## src/rtl/core/mfp_pkg.sv

```systemverilog
`timescale 1ns / 1ps
// Shared constants for the marker frame parser: buffer depth default,
// parse mode codes, raw header codes and register reset values. No dependencies.
package mfp_pkg;

  localparam int unsigned BufDepthDef = 64;

  localparam logic [1:0] ModeIdle = 2'd0;
  localparam logic [1:0] ModeText = 2'd1;
  localparam logic [1:0] ModeRaw  = 2'd2;

  localparam logic [7:0] RawCodeLo = 8'h11;
  localparam logic [7:0] RawCodeHi = 8'h14;
  localparam int unsigned HeaderLen = 3;

  localparam logic [7:0] StartMarkerRst = 8'd60;
  localparam logic [7:0] EndMarkerRst   = 8'd62;

  localparam logic CfgStartMarker = 1'b0;
  localparam logic CfgEndMarker   = 1'b1;

  localparam logic KindText = 1'b0;
  localparam logic KindRaw  = 1'b1;

endpackage

```

## src/rtl/core/marker_frame_parser.sv

```systemverilog
`timescale 1ns / 1ps
// Marker frame parser top level: byte deframer with frame store memory.
// Depends on mfp_pkg.
//
// Usage:
//   s_axis carries one received byte per request in tdata. Bytes are taken
//   one per cycle while no frame is being read out of the store.
//   m_axis returns the bytes of each completed frame in stored order; tuser
//   is the frame kind (0 text, 1 raw) and tlast marks the final byte.
//   cfg_* writes start_marker (index 0) or end_marker (index 1).
// Drain:
//   After the closing request the drain state is registered, then each byte
//   is read from the frame store into a read register and moved into a
//   single output register. A new read waits for the previous byte to reach
//   the output register and for the output to be empty or accepted. While a
//   frame drains s_axis_tready is low; it rises once the last read is issued.
// Reset:
//   Clears mode, fill count, drain control and the output valid; markers
//   return to 60 and 62. The frame store is not cleared.
// Stall:
//   A low m_axis_tready holds the output register and pauses the drain,
//   which in turn keeps the input side stalled.
module marker_frame_parser #(
  parameter int unsigned BUF_DEPTH = mfp_pkg::BufDepthDef
) (
  input  logic       clk_i,
  input  logic       rst_ni,
  input  logic       cfg_we_i,
  input  logic       cfg_addr_i,
  input  logic [7:0] cfg_data_i,
  input  logic       s_axis_tvalid,
  output logic       s_axis_tready,
  input  logic [7:0] s_axis_tdata,   // [7:0] in_byte
  output logic       m_axis_tvalid,
  input  logic       m_axis_tready,
  output logic [7:0] m_axis_tdata,   // [7:0] out_byte
  output logic       m_axis_tuser,   // [0] frame_kind
  output logic       m_axis_tlast
);
  import mfp_pkg::*;

  localparam int unsigned AW = $clog2(BUF_DEPTH);
  localparam logic [AW-1:0] LastPos = AW'(BUF_DEPTH - 2);
  localparam logic [AW-1:0] HdrCnt  = AW'(HeaderLen);
  localparam logic [AW-1:0] Pos1    = AW'(1);
  localparam logic [AW-1:0] Pos2    = AW'(2);
  localparam logic [8:0]    DepthW  = 9'(BUF_DEPTH);

  localparam logic StRun   = 1'b0;
  localparam logic StDrain = 1'b1;

  logic [7:0] mem [BUF_DEPTH];
  logic [7:0] mem_rd_q;

  logic [7:0]    start_q, end_q;
  logic [1:0]    mode_q, mode_d;
  logic [AW-1:0] fill_q, fill_d;
  logic [7:0]    hdr1_q, hdr1_d;
  logic [7:0]    len_q, len_d;
  logic          st_q, st_d;
  logic [AW-1:0] rd_ptr_q, rd_ptr_d;
  logic [AW-1:0] cnt_q, cnt_d;
  logic          kind_q, kind_d;
  logic          rd_pend_q, rd_last_q;
  logic          out_valid_q;
  logic [7:0]    out_byte_q;
  logic          out_kind_q, out_last_q;

  logic          in_acc, wr_en, rd_issue, rd_last, raw_entry;
  logic [AW-1:0] wr_addr, base, pos, pos_inc, raw_inc;
  logic [7:0]    c;

  assign c        = s_axis_tdata;
  assign in_acc   = s_axis_tvalid && s_axis_tready;
  assign rd_last  = (rd_ptr_q == cnt_q - AW'(1));
  assign rd_issue = (st_q == StDrain) && !rd_pend_q && (!out_valid_q || m_axis_tready);

  assign base    = (c == start_q) ? '0 : fill_q;
  assign pos     = (base > LastPos) ? LastPos : base;
  assign pos_inc = pos + AW'(1);
  assign raw_inc = fill_q + AW'(1);

  always_comb begin
    mode_d    = mode_q;
    fill_d    = fill_q;
    hdr1_d    = hdr1_q;
    len_d     = len_q;
    st_d      = st_q;
    rd_ptr_d  = rd_ptr_q;
    cnt_d     = cnt_q;
    kind_d    = kind_q;
    wr_en     = 1'b0;
    wr_addr   = pos;
    raw_entry = 1'b0;
    if (in_acc) begin
      if (mode_q == ModeRaw) begin
        if ({1'b0, len_q} >= DepthW) begin
          mode_d = ModeIdle;
        end else begin
          wr_en   = 1'b1;
          wr_addr = fill_q;
          fill_d  = raw_inc;
          if ({{(9-AW){1'b0}}, raw_inc} >= {1'b0, len_q}) begin
            mode_d   = ModeIdle;
            st_d     = StDrain;
            rd_ptr_d = '0;
            cnt_d    = raw_inc;
            kind_d   = KindRaw;
          end
        end
      end else if ((mode_q == ModeText) || (c == start_q)) begin
        wr_en  = 1'b1;
        mode_d = ModeText;
        fill_d = pos_inc;
        if (pos == Pos1) hdr1_d = c;
        if (pos == Pos2) len_d = c;
        raw_entry = (pos_inc == HdrCnt) && (hdr1_q >= RawCodeLo) && (hdr1_q <= RawCodeHi);
        if (raw_entry) begin
          mode_d = ModeRaw;
        end else if (c == end_q) begin
          mode_d   = ModeIdle;
          st_d     = StDrain;
          rd_ptr_d = '0;
          cnt_d    = pos_inc;
          kind_d   = KindText;
        end
      end else begin
        mode_d = ModeIdle;
      end
    end
    if (rd_issue) begin
      rd_ptr_d = rd_ptr_q + AW'(1);
      if (rd_last) st_d = StRun;
    end
  end

  always_ff @(posedge clk_i) begin
    if (wr_en) begin
      mem[wr_addr] <= c;
    end
  end

  always_ff @(posedge clk_i) begin
    if (rd_issue) begin
      mem_rd_q <= mem[rd_ptr_q];
    end
  end

  always_ff @(posedge clk_i) begin
    hdr1_q <= hdr1_d;
    len_q  <= len_d;
    if (rd_issue) rd_last_q <= rd_last;
    if (rd_pend_q) begin
      out_byte_q <= mem_rd_q;
      out_kind_q <= kind_q;
      out_last_q <= rd_last_q;
    end
  end

  always_ff @(posedge clk_i or negedge rst_ni) begin
    if (!rst_ni) begin
      start_q     <= StartMarkerRst;
      end_q       <= EndMarkerRst;
      mode_q      <= ModeIdle;
      fill_q      <= '0;
      st_q        <= StRun;
      rd_ptr_q    <= '0;
      cnt_q       <= '0;
      kind_q      <= KindText;
      rd_pend_q   <= 1'b0;
      out_valid_q <= 1'b0;
    end else begin
      if (cfg_we_i) begin
        unique case (cfg_addr_i)
          CfgStartMarker: start_q <= cfg_data_i;
          CfgEndMarker:   end_q   <= cfg_data_i;
          default:        ;
        endcase
      end
      mode_q    <= mode_d;
      fill_q    <= fill_d;
      st_q      <= st_d;
      rd_ptr_q  <= rd_ptr_d;
      cnt_q     <= cnt_d;
      kind_q    <= kind_d;
      rd_pend_q <= rd_issue;
      if (rd_pend_q) begin
        out_valid_q <= 1'b1;
      end else if (m_axis_tready) begin
        out_valid_q <= 1'b0;
      end
    end
  end

  assign s_axis_tready = (st_q == StRun);
  assign m_axis_tvalid = out_valid_q;
  assign m_axis_tdata  = out_byte_q;
  assign m_axis_tuser  = out_kind_q;
  assign m_axis_tlast  = out_last_q;

endmodule
```

## config.mk

```make
export PLATFORM = sky130hd
export DESIGN_NAME = marker_frame_parser
export DESIGN_NICKNAME = d
export VERILOG_FILES = /design/src/rtl/core/mfp_pkg.sv /design/src/rtl/core/marker_frame_parser.sv
export SDC_FILE = /design/constraint.sdc
export NUM_CORES = 1
export LEC_CHECK = 0
export BUFFER_PORTS_ARGS = -buffer_cell sky130_fd_sc_hd__buf_2
export CAP_MARGIN = 10
export CORE_MARGIN = 3
export CORE_UTILIZATION = 35
export CTS_BUF_LIST = sky130_fd_sc_hd__clkbuf_4 sky130_fd_sc_hd__clkbuf_8
export CTS_CLUSTER_SIZE = 30
export DETAILED_ROUTE_END_ITERATION = 16
export GPL_ROUTABILITY_DRIVEN = 0
export PLACE_DENSITY = 0.55
export SLEW_MARGIN = 20
export SYNTH_ARGS = -nofsm -noshare
export SYNTH_HDL_FRONTEND = slang
export SYNTH_SLANG_ARGS = --single-unit
```

## constraint.sdc

```tcl
create_clock -name clk_i -period 4 [get_ports clk_i]
set_clock_uncertainty 0.1 [all_clocks]
set_input_delay 0.8 -clock clk_i [delete_from_list [all_inputs] [get_ports clk_i]]
set_output_delay 0.8 -clock clk_i [all_outputs]
set_load 0.1 [all_outputs]
```

==> impl_metrics.py, run 1 <==
metrics = {
    "floorplanning": {
        "boundaryPins": 34,
        "die_h_um": 264.6,
        "coreArea_mm2": 0.06598,
        "fp.dieW_um": 264.6,
        "die_area_mm2": 0.07002,
        "start_util_pct": 35.48,
        "fp-row-count": 94,
    },
    "final_layout": {
        "multi_input_area_mm2": 0.005638,
        "areaGrowthSynthToFinish_pct": 17.75,
        "drive_above_1_share_pct": 38.83,
        "regArea_mm2": 0.01745,
        "nets": 1366,
        "fill_cells": 5837,
        "mostFrequentLayoutCells": "edfxtp_1, mux4_2, buf_4",
        "fin_cells": 2271,
        "final_common_cell": "edfxtp_1",
    },
    "synth": {
        "synth_nets": 1135,
        "async_flop_share_pct": 6.814,
        "synth_area_per_cell_um2": 21.28,
        "synth_top_area_share_pct": 70.17,
        "syn_inst": 1100,
        "ys_types": 57,
        "ys_ff_latch": 587,
        "synth_top_area_cell": "edfxtp_1",
        "yosysWarnings": 0,
        "synthTopCellsByArea": "edfxtp_1, mux4_2, dfrtp_1, nor2_1, dfstp_2",
        "synth_edf_count": 547,
        "seq_area_frac_synth_pct": 74.49,
        "netlist_area_mm2": 0.02341,
        "dominantRegCellSynth": "edfxtp_1",
    },
    "worst_setup_path": {
        "worstPathRequired_ps": 4460,
        "crit_path_end_kind": "flip-flop",
        "path_max_fanout": 6,
        "critical_path_class": "flip-flop to flip-flop",
        "start_kind": "flip-flop",
        "crit_arrival_ps": 3740,
    },
    "route": {
        "vias_per_cell": 5.028,
        "dr.pass1.iters": 6,
        "drc_errors": 0,
        "drt_iter0_markers": 972,
        "ant_nets": 0,
        "routedWlPerCell_um": 23.82,
        "vias": 11420,
        "routed_wl_um": 54100,
    },
    "pwr": {
        "leakage_nw": 9.097,
        "power_density_mw_per_mm2": 625.5,
        "power.total_w": 0.01724,
        "irDropWorstVdd_mv": 0.2853,
    },
    "clock_tree": {
        "cts_hold_buffers": 0,
        "clkSinkCount": 587,
        "clkLatencyLatePin_ps": 690,
        "cts_setup_buffers": 0,
        "ctsResizeCount": 0,
        "path_clk_slew_ps": 60,
        "cts_tree": "built",
        "cts_made_buffers": 97,
        "clockBufferDepth": 3,
        "h-tree-depth": 3,
        "root_buffer": "clkbuf_8",
    },
    "place": {
        "dp_hpwl_um": 34000,
        "place_inst": 2096,
        "place.port_buffers": 33,
    },
    "sta": {
        "hold_violations": 0,
        "fmax_mhz": 304.5,
        "slew_headroom_pct": 35.51,
        "worst_pin_slew_ps": 967.4,
        "setup_viol": 0,
        "rsz0062_at_grt": "no",
        "fin_crit_ps": 3284,
        "slew_viol_final": 0,
        "hold_slack_ps": 138.3,
        "final.period_utilization_pct": 82.11,
        "setup_tns_ps": 0,
    },
    "global_route": {
        "grtUsageTotal_pct": 15.73,
        "grt_pass1_vias": 12040,
        "grt_pass1_wl_um": 80060,
        "grt_max_degree": 68,
        "antenna_found_initial": 3,
        "gr-total-overflow": 0,
    },
    "hold_path": {
        "hold_path.class": "input port to asynchronous set/reset pin",
    },
    "status": {
        "status": "completed",
    },
    "flow_run": {
        "maxCapViolations": 0,
    },
}
-- state kept, by name, summed over array words and instances, names as in the netlist --
signal         count
cnt_q              6
end_q              8
fill_q             6
hdr1_q             8
kind_q             1
len_q              8
m_axis_tdata       8
m_axis_tlast       1
m_axis_tuser       1
m_axis_tvalid      1
mem              512
mem_rd_q           8
mode_q             2
rd_last_q          1
rd_pend_q          1
rd_ptr_q           6
st_q               1
start_q            8
-- worst max-delay path, cell delays in order, from the launching register on --
cell and delay [ps]:
dfstp_2 530, xnor2_1 110, nand4_1 320, o22a_1 350
nand2_1 100, ha_1 150, or4b_1 470, nor4b_2 260
buf_4 160, a211oi_4 60, nor2_4 220, mux2_4 320
-- synthesized netlist by cell type (all sizes together), types with 2 or more instances --
cell / count
inv: 18
a21oi: 11
mux2: 25
clkbuf: 28
edfxtp: 547
a211oi: 3
a22o: 2
o211ai: 2
o21ai: 10
dfrtp: 31
nand3: 9
nor3b: 3
ha: 13
xnor2: 23
o2bb2ai: 2
nand2b: 4
nor2b: 4
and2: 5
nand3b: 4
nand2: 27
o21bai: 3
nor3: 7
nor2: 84
mux4: 168
xor2: 10
buf: 20
a31oi: 3
dfstp: 9
nand4: 6
-- worst paths after layout --
kind                          startpoint         endpoint  slack, ps  cells past startpoint
setup / recovery              start_q[4]         cnt_q[0]        720                     11
hold / removal                    rst_ni       start_q[6]        140                      1
setup reg to reg              start_q[4]         cnt_q[0]        720                     11
hold reg to reg              mem_rd_q[2]  m_axis_tdata[2]        320                      0
max in group asynchronous         rst_ni      rd_ptr_q[1]       3010                      1
min in group clk_i         cfg_data_i[5]       start_q[5]        280                      2
-- routing by layer --
metal / global-route usage [%] / part of all wire [%] / vias to the layer above / routed length, um
met2: 25.01 / 48 / 381 / 25700
met1: 22.11 / 44 / 5949 / 23750
met5: 0 / 0.024 / - / 13
li1: - / - / 5004 / -
met3: 3.286 / 6.6 / 83 / 3545
met4: 4.510 / 2.0 / 2 / 1091
-- through the flow --
step           worst slack (ps)  util (%)  instance area [um2]
3_5_place_dp              254.1     38.91                25680
6_report                  715.6     41.77                27560
4_1_cts                   656.7     41.77                27560
2_1_floorplan             598.7         -                23410
3_3_place_gp              276.1     38.91                25680
5_1_grt                   528.1     41.77                27560
-- kinds of logic after synthesis --
| kind of cell | count (synthesis) | share of synthesized area, % |
|---|---|---|
| compound gates | 45 | 1.374 |
| xor+xnor | 33 | 1.235 |
| fa+ha+maj | 14 | 0.7430 |
| buf+inv | 66 | 1.422 |
| flops | 587 | 74.49 |
| mux | 194 | 17.49 |
| simple gates | 161 | 3.244 |
-- power breakdown --
part	internal [W]	switching (W)	total (W)
logic	0.00225	0.00254	0.00479
clock network	0.00273	0.00236	0.00510
registers	0.00702	0.000336	0.00736
-- final cells by class --
| type | count | share of cell area, % |
|---|---|---|
| multi-input cells | 447 | 20.45 |
| flip-flops and latches | 587 | 63.29 |
| well taps | 864 | 3.922 |
| clock buffers | 136 | 5.951 |
| repair buffers | 180 | 5.239 |
| inverters | 18 | 0.2451 |
| diodes | 1 | 0.009079 |
| clock inverters | 38 | 0.8852 |
Power figures use the tool's default switching activity.
==> run 2: changes to the inputs <==
ABC_AREA = 1   (was unset)
PLACE_DENSITY = 0.57   (was 0.55)
clock period = 3 ns   (was 4 ns; I/O delays follow)
==> run 2 against run 1 <==
Net effect: register-to-register slack worse by 550 ps; critical endpoint is now hdr1_q[6]; sequential share of layout area shrank 1.3 points; routed wire length is 28% higher.
==> impl_metrics.py, run 2 <==
metrics = {
    "flow_run": {
        "maxCapViolations": 0,
    },
    "global_route": {
        "grt_max_degree": 113,
        "antenna_found_initial": 2,
        "grt_pass1_vias": 16320,
        "grtUsageTotal_pct": 19.38,
        "gr-total-overflow": 0,
        "grt_pass1_wl_um": 102900,
    },
    "floorplanning": {
        "start_util_pct": 35.47,
        "fp-row-count": 95,
        "die_h_um": 267.3,
        "fp.dieW_um": 267.3,
        "die_area_mm2": 0.07147,
        "coreArea_mm2": 0.06740,
        "boundaryPins": 34,
    },
    "sta": {
        "final.period_utilization_pct": 94.50,
        "setup_viol": 0,
        "slew_headroom_pct": 44.71,
        "rsz0062_at_grt": "no",
        "fmax_mhz": 352.7,
        "postLayoutSetupSlackWorst_ps": 165.0,
        "fin_crit_ps": 2835,
        "setup_tns_ps": 0,
        "hold_violations": 0,
        "worst_pin_slew_ps": 829.4,
        "hold_slack_ps": 76.29,
        "slew_viol_final": 0,
    },
    "final_layout": {
        "fill_cells": 6227,
        "largest-register": "mem",
        "final_common_cell": "edfxtp_1",
        "regArea_mm2": 0.01745,
        "areaGrowthSynthToFinish_pct": 17.67,
        "largest_reg_flops": 512,
        "mostFrequentLayoutCells": "edfxtp_1, nor2_1, o21ai_0",
        "drive_above_1_share_pct": 19.09,
        "final_cell_area_mm2": 0.02813,
        "fin_cells": 3039,
        "nets": 2122,
        "multi_input_area_mm2": 0.005807,
    },
    "worst_setup_path": {
        "r2r_setup_slack_ps": 160,
        "cpPeakStageDelay_ps": 400,
        "cp.depth": 16,
        "r2r-end": "hdr1_q[6]",
        "reg2regPathDepth": 16,
        "path_cells": "inv_2 -> nor3_4 -> nand3_2 -> nand2_1 -> inv_1 -> ha_1 -> nand2_1 -> nor2_2 -> nand4_1 -> nand3_1 -> o21ai_1 -> or2_4 -> nor2_4 -> nand2_1 -> nor2_2 -> buf_12",
        "cp-startpoint": "fill_q[3]",
        "cp_slowest_cell": "dfrtp_1",
        "cpMostUsedCell": "nand2_1",
        "critical_path_class": "flip-flop to flip-flop",
        "worstPathRequired_ps": 3280,
        "crit_path_end": "hdr1_q[6]",
        "start_kind": "flip-flop",
        "r2r-start": "fill_q[3]",
        "crit_arrival_ps": 3120,
        "crit_path_end_kind": "flip-flop",
        "crit_buf_inv": 3,
        "critPathTopFamily": "simple AND/OR/NAND/NOR gates",
        "path_max_fanout": 8,
    },
    "route": {
        "drc_errors": 0,
        "ant_nets": 0,
        "dr.pass1.iters": 6,
        "routedWlPerCell_um": 22.84,
        "routed_wl_um": 69410,
        "vias_per_cell": 5.349,
        "drt_iter0_markers": 1803,
        "vias": 16260,
    },
    "pwr": {
        "irDropWorstVdd_mv": 0.5232,
        "power_density_mw_per_mm2": 834.7,
        "leakage_nw": 9.669,
    },
    "place": {
        "place.port_buffers": 33,
        "placed_area_mm2": 0.02614,
        "dp_hpwl_um": 43900,
        "place_inst": 2861,
        "post-place-ws_ps": -3.340,
    },
    "synth": {
        "synth_common_cells": "edfxtp_1, nor2_1, o21ai_0, nand2_1, clkbuf_1",
        "yosys.cell_count.top_type": "edfxtp_1",
        "yosysWarnings": 0,
        "netlist_area_mm2": 0.02391,
        "ys_ff_latch": 587,
        "ys_types": 42,
        "synth_top_area_share_pct": 68.71,
        "seq_area_frac_synth_pct": 72.95,
        "dominantRegCellSynth": "edfxtp_1",
        "synth_edf_count": 547,
        "syn_inst": 1906,
        "synthTopCellsByArea": "edfxtp_1, o21ai_0, nor2_1, dfrtp_1, nand2_1",
        "async_flop_share_pct": 6.814,
        "synth_area_per_cell_um2": 12.54,
        "synth_top_area_cell": "edfxtp_1",
        "synth_nets": 1941,
    },
    "clock_tree": {
        "clkLatencyLatePin_ps": 690,
        "root_buffer": "clkbuf_8",
        "cts_tree": "built",
        "clkSinkCount": 587,
        "path_clk_slew_ps": 60,
        "h-tree-depth": 3,
        "cts_made_buffers": 95,
        "clockBufferDepth": 3,
    },
    "status": {
        "status": "completed",
    },
    "hold_path": {
        "hold_path.class": "input port to flip-flop",
    },
}
run 2: worst min-delay path, stage by stage:
cell	delay, ps
buf_2	90
inv_1	60
o21ai_0	80
run 2: layout make-up:
cell class / count / share of cell area, %
inverters: 67 / 0.9340
clock inverters: 45 / 1.317
multi-input cells: 1141 / 20.64
repair buffers: 195 / 5.586
clock buffers: 129 / 5.600
flip-flops and latches: 587 / 62.02
diodes: 2 / 0.01779
well taps: 873 / 3.883
run 2: how the worst min path moves through the flow:
| stage | startpoint | end | slack, ps | cells after the start |
|---|---|---|---|---|
| 2_1_floorplan | rst_ni | cnt_q[0] | 200 | 0 |
| 3_3_place_gp | mem_rd_q[7] | m_axis_tdata[7] | 300 | 0 |
| 3_5_place_dp | mem_rd_q[7] | m_axis_tdata[7] | 310 | 0 |
| 4_1_cts | cfg_data_i[4] | start_q[4] | 30 | 3 |
| 5_1_grt | cfg_data_i[3] | end_q[3] | 50 | 3 |
| 6_report | cfg_data_i[5] | end_q[5] | 80 | 3 |
run 2: metal layers:
layer  part of all wire, %  track usage [%]
met4                   2.7            5.987
met5                     0                0
met2                    47            31.35
met1                    43            26.67
met3                   7.3            3.519
run 2: cells by family (layout without fill, tap and decap cells):
kind of cell    Yosys count  in the layout  share of synthesized area [%]
xor+xnor                 20             20                         0.7328
fa+ha+maj                13             13                         0.6804
buf+inv                 178            436                          2.926
compound gates          458            458                          11.15
flops                   587            587                          72.95
simple gates            650            650                          11.56
other cells               0              2                              0
run 2: report_power, final:
group          internal, W  switching (W)
Clock              0.00387        0.00324
Sequential         0.00926       0.000175
Combinational      0.00177        0.00517
Total               0.0149        0.00859
run 2: stage by stage:
stage | power (W) | util, %
3_5_place_dp | 0.01647 | 38.78
3_3_place_gp | 0.01644 | 38.78
2_1_floorplan | 0.01373 | -
5_1_grt | 0.02449 | 41.74
4_1_cts | 0.02357 | 41.69
6_report | 0.02348 | 41.74
run 2: timing repair:
item,CTS,global route
resized for setup,1,6
hold buffers,1,0
setup buffers,0,1
cloned,0,0
endpoints found under the setup margin,16,16
endpoints found under the hold margin,15,0
pin swaps,0,2
